File: src/sv/stereo_correlation_meter_top_defines.svh
// Assertion macros shared by the stereo correlation meter RTL.
`ifndef STEREO_CORRELATION_METER_TOP_DEFINES_SVH
`define STEREO_CORRELATION_METER_TOP_DEFINES_SVH

// Check that a condition holds at every clock edge out of reset.
`define SCM_ASSERT_ALWAYS(lbl, cond) \
  lbl: assert property (@(posedge clk) disable iff (!rst_n) (cond)) \
    else $error("scm assertion failed");

// Check that a condition implies another at the same clock edge.
`define SCM_ASSERT_IMPLY(lbl, ante, cons) \
  lbl: assert property (@(posedge clk) disable iff (!rst_n) (ante) |-> (cons)) \
    else $error("scm assertion failed");

`endif

File: src/sv/scm_pkg.sv
// Shared types and constants of the stereo correlation meter.
package scm_pkg;

  localparam int HIST_DEPTH = 40;
  localparam int HIST_IDX_W = 6;
  localparam int CNT_W      = 6;
  localparam int MAX_CH     = 8;
  localparam int MAX_FRAMES = 65536;
  localparam int FRAME_W    = 17;
  localparam int SAMPLE_W   = 24;
  localparam int ACC_W      = 64;
  localparam int TOTAL_W    = 22;
  localparam int RES_W      = 16;

  typedef enum logic [1:0] {
    CFG_CHANNEL_COUNT = 2'd0,
    CFG_X_CHANNEL     = 2'd1,
    CFG_Y_CHANNEL     = 2'd2
  } cfg_idx_t;

  typedef enum logic {
    KIND_SAMPLE = 1'b0,
    KIND_CLEAR  = 1'b1
  } kind_t;

  typedef struct packed {
    kind_t                    kind;
    logic [ACC_W-1:0]         ex;
    logic [ACC_W-1:0]         ey;
    logic signed [ACC_W-1:0]  cs;
  } job_t;

endpackage

File: src/sv/scm_fifo.sv
// Two-entry job queue between the front end and the arithmetic back end.
module scm_fifo (
  input  logic          clk,
  input  logic          rst_n,
  input  logic          push,
  input  scm_pkg::job_t push_data,
  output logic          full,
  input  logic          pop,
  output logic          pop_valid,
  output scm_pkg::job_t pop_data
);
  import scm_pkg::*;

  job_t       mem [2];
  logic       wp_r;
  logic       rp_r;
  logic [1:0] cnt_r;
  logic       do_push;
  logic       do_pop;

  assign full      = (cnt_r == 2'd2);
  assign pop_valid = (cnt_r != 2'd0);
  assign pop_data  = mem[rp_r];
  assign do_push   = push && !full;
  assign do_pop    = pop && pop_valid;

  always_ff @(posedge clk) begin
    if (do_push) begin
      mem[wp_r] <= push_data;
    end
  end

  always_ff @(posedge clk) begin
    if (!rst_n) begin
      wp_r  <= 1'b0;
      rp_r  <= 1'b0;
      cnt_r <= '0;
    end else begin
      if (do_push) begin
        wp_r <= ~wp_r;
      end
      if (do_pop) begin
        rp_r <= ~rp_r;
      end
      cnt_r <= cnt_r + {1'b0, do_push} - {1'b0, do_pop};
    end
  end

endmodule

File: config.mk
export PLATFORM = sky130hd
export DESIGN_NAME = scm_fifo
export DESIGN_NICKNAME = d
export VERILOG_FILES = /design/src/sv/stereo_correlation_meter_top_defines.svh /design/src/sv/scm_pkg.sv /design/src/sv/scm_fifo.sv
export SDC_FILE = /design/constraint.sdc
export NUM_CORES = 1
export LEC_CHECK = 0
export ABC_AREA = 1
export BUFFER_PORTS_ARGS = -buffer_cell sky130_fd_sc_hd__buf_2
export CAP_MARGIN = 10
export CORE_UTILIZATION = 51
export CTS_CLUSTER_DIAMETER = 60
export CTS_CLUSTER_SIZE = 28
export DETAILED_ROUTE_END_ITERATION = 8
export MAX_ROUTING_LAYER = met4
export PLACE_DENSITY = 0.75
export SLEW_MARGIN = 10
export SYNTH_ARGS = -nofsm -noshare
export SYNTH_HDL_FRONTEND = slang
export SYNTH_SLANG_ARGS = --single-unit
File: constraint.sdc
create_clock -name clk -period 17.6 [get_ports clk]
set_clock_uncertainty 0.1 [all_clocks]
set_input_delay 0.88 -clock clk [delete_from_list [all_inputs] [get_ports clk]]
set_output_delay 0.88 -clock clk [all_outputs]
set_load 0.02 [all_outputs]
---- Word-level counts from Yosys, hierarchy flattened ----
Memories as Yosys holds them, arrays and structs flattened. A register that Yosys moved wholly into a read port is not among the register bits.
Index checks and enable logic that the tools add are counted.
storage, ports and cells
  bits in registers ....................... 4
  memory bits (writable) .................. 386
  bits of input ports ..................... 197
  output and inout bits ................... 195
  word-level logic and storage cells ...... 17
  memories kept ........................... 1
memories
  memory  words  width  rd ports  clocked after memory_dff  wr ports  RTL line        text
  mem     2      193    1         1                         1         scm_fifo.sv:14  job_t mem [2];
cells by class
  add/subtract/negate cells ............... 2
  equality and inequality tests ........... 1
  mux-type cells .......................... 4
  bitwise logic cells ..................... 2
  reductions and logical operators ........ 4
operators with widths
  operator                               count
  2-to-1 mux 1 bit                       4
  adder 2 x 1 -> 2 bit                   1
  == test 2 bit (second input constant)  1
  logical AND 1 bit                      2
  inverter 1 bit                         2
  nonzero test 2 bit                     1
  subtractor 2 x 1 -> 2 bit              1
  logical NOT 1 bit                      1

---- Longest topological paths before layout ----
  word-level depth ........................ 5
  depth in mapped cells ................... 11
  depth with buffers taken out ............ 11

---- Worst setup path before layout ----
OpenSTA, ideal clock, no wires.
  path type ............................... input to register
  start point ............................. input push
  end point ............................... memory mem[0][0] (netlist bit), enable pin
  setup time .............................. 0.748 ns
  arrival time ............................ 8.951 ns
  required time ........................... 16.752 ns
  path slack .............................. 7.801 ns
  stages on the path ...................... 2
  buffers on the path ..................... 0
  cells stage by stage .................... nand2_1 nor2_1
on the way
  cells in the longest elaborated chain, start to end .. 3
RTL lines
  item                                    RTL line        text
  start: declaration                      scm_fifo.sv:5   input logic push,
  logical AND 1 bit                       scm_fifo.sv:24  assign do_push = push && !full;
  2-to-1 mux 1 bit                        scm_fifo.sv:28  if (do_push) begin
  2-to-1 mux 1 bit (not written as such)  scm_fifo.sv:29  mem[wp_r] <= push_data;
  end: declaration                        scm_fifo.sv:14
Every way passes these cells.

==> results.tsv <==
metric	value	unit
outcome	finished clean	
first_pass_iters	5	
die_w	169	µm
wl_met2	14100	µm
ios	392	
cap_violations	0	
dr.max_layer_used	met4	
grt-ovfl-total	0	
layout-drive-gt1-share	60.7	%
ys.flop_type	edfxtp_1	
period_share	22.2	%
crit_buf_inv	2	
setup_viol	0	
hpwl	18600	µm
cts_resized	0	
portBuffers	391	
ys_top_cells_by_area	edfxtp_1, mux2_2, buf_6, dfxtp_1, nand2_1	
rsz0062_at_grt	no	
ys_seq_elements	391	
die_y	169	µm
post-route-min-period	3900	ps
ir_drop	116	µV
core_area	27200	µm²
rows	60	
synth.most_common_cell	edfxtp_1	
critPathCapture	pop_data[170]	
yosysTopAreaCell	edfxtp_1	
fmax	0.256	GHz
clock_sinks	391	
path_class	reg2out	
min_path_type	in2reg	
cts_buffers	30	
clockBufferDepth	3	
wl	27900	µm
rr_startpoint	cnt_r[0]	
area_delta_synth_final	24.1	%
cp_top_family	buffers and inverters	
ys_seq_area_share	82.2	%
grt_max_degree	82	
grt_pass1_wl	40900	µm
clk_pin_slew	90	ps
syn_area	14200	µm²
power_density	148	nW/µm²
yosysUniqueCellTypes	12	
synthArstFlopShare	0	%
synth_common_cells	edfxtp_1, mux2_2, buf_6	
tightest_slew	1080	ps
cp.arrival	2920	ps
antenna_found_initial	6	
grtUsageTotal	19.6	%
synth_warnings	0	
cts_setup_buffers	0	
gp_congestion	0.794	
wl_per_cell	19.3	µm
syn_inst	637	
max_stage_delay	920	ps
p_total	2.61	mW
hold_violations	0	
remaining_drc_errors	0	
start_util	52.3	%
vias	7281	
hold_buffers	0	
leakage	6.58	nW
drt-vias-per-instance	5.02	
root_buffer	clkbuf_16	
clk_latency	560	ps
reg2reg_slack	14330	ps
worst-r2r-cell-count	6	
cts_tree	built	
critPathLaunchType	flop	
cts_max_level	1	
wl_met1	10700	µm
maxSlewHeadroom	28.2	%
met3_length	2700	µm
finalSetupTns	0	ps
antenna_left	0	
end_kind	output port	
crit_path_top_delay_cell	buf_4	
synth-edff-count	386	
critPathRequiredTime	16620	ps
syn_nets	836	
hold-worst-slack	400	ps
r2r-end	mem[0][15]	
cp_cell_sequence	buf_4 -> mux2_2 -> buf_2	
drt_iter0_markers	448	
slew_violations	0	
grt_pass1_vias	7437	
nets	1245	
syn_area_per_cell	22.3	µm²
synth_top_cell_area_share	81.5	%
critPathMaxFanout	81	
path_depth	3	
dieArea	28600	µm²
==> kinds of logic (layout without fill, tap and decap cells) <==
family	count (synthesis)	in the layout	share of synthesized area, %
compound gates	2	2	0.0704
fa+ha+maj	2	2	0.176
buf+inv	29	462	1.73
flops	391	391	82.2
mux	193	193	15.3
other cells	0	7	0
simple gates	20	20	0.554
==> cell usage in the layout (no fill, tap or decap), types with 2 or more instances in the layout <==
cell type / Yosys / layout
a21oi_1: 2 / 2
buf_2: 2 / 391
buf_4: 2 / 7
clkbuf_16: 0 / 31
clkinv_8: 0 / 8
clkinvlp_4: 0 / 2
dfxtp_1: 5 / 4
diode_2: 0 / 7
edfxtp_1: 386 / 386
ha_1: 2 / 2
inv_1: 8 / 7
inv_12: 0 / 4
inv_6: 0 / 4
inv_8: 0 / 4
mux2_2: 193 / 193
nand2_1: 9 / 9
nand3_1: 3 / 3
nor2_1: 8 / 7
==> power by group <==
part | switching [mW] | total [mW] | internal [mW]
clock network | 0.369 | 0.739 | 0.370
registers | 0.0402 | 1.22 | 1.18
logic | 0.405 | 0.651 | 0.246
total | 0.814 | 2.61 | 1.79
==> sequential cells by signal, summed over array words and instances (netlist names), named ones only <==
signal,flops
mem,386
cnt_r,2
rp_r,1
wp_r,1
==> worst min path at each step <==
stage                     cells past startpoint          start    endpoint
final                                         1  push_data[74]  mem[0][74]
after global routing                          1  push_data[74]  mem[0][74]
after CTS                                     1  push_data[74]  mem[1][74]
after detailed placement                      2           rp_r        rp_r
after global placement                        2           rp_r        rp_r
after floorplan                               2           rp_r        flop
==> metal layers <==
layer	vias up	track usage, %
li1	3356	-
met1	3577	23.1
met2	317	33.2
met3	31	5.61
met4	0	4.74
met5	-	-
==> stage by stage <==
step	utilization, %	worst slack [ps]	cells	area, µm²
final	65.0	13700	1449	17700
after global placement	60.7	13840	1386	16500
after detailed placement	60.7	13850	1386	16500
after global routing	65.0	13510	1448	17700
after floorplan	-	7800	637	14200
after CTS	64.9	13650	1442	17600
==> area by class of cell <==
| cell class | count | area [µm²] |
|---|---|---|
| flip-flops and latches | 391 | 11700 |
| fillers | 1900 | 9520 |
| multi-input cells | 217 | 2290 |
| repair buffers | 398 | 2010 |
| clock buffers | 31 | 776 |
| well taps | 372 | 465 |
| clock inverters | 25 | 367 |
| inverters | 8 | 35.0 |
| diodes | 7 | 17.5 |
Power figures use the tool's default switching activity.
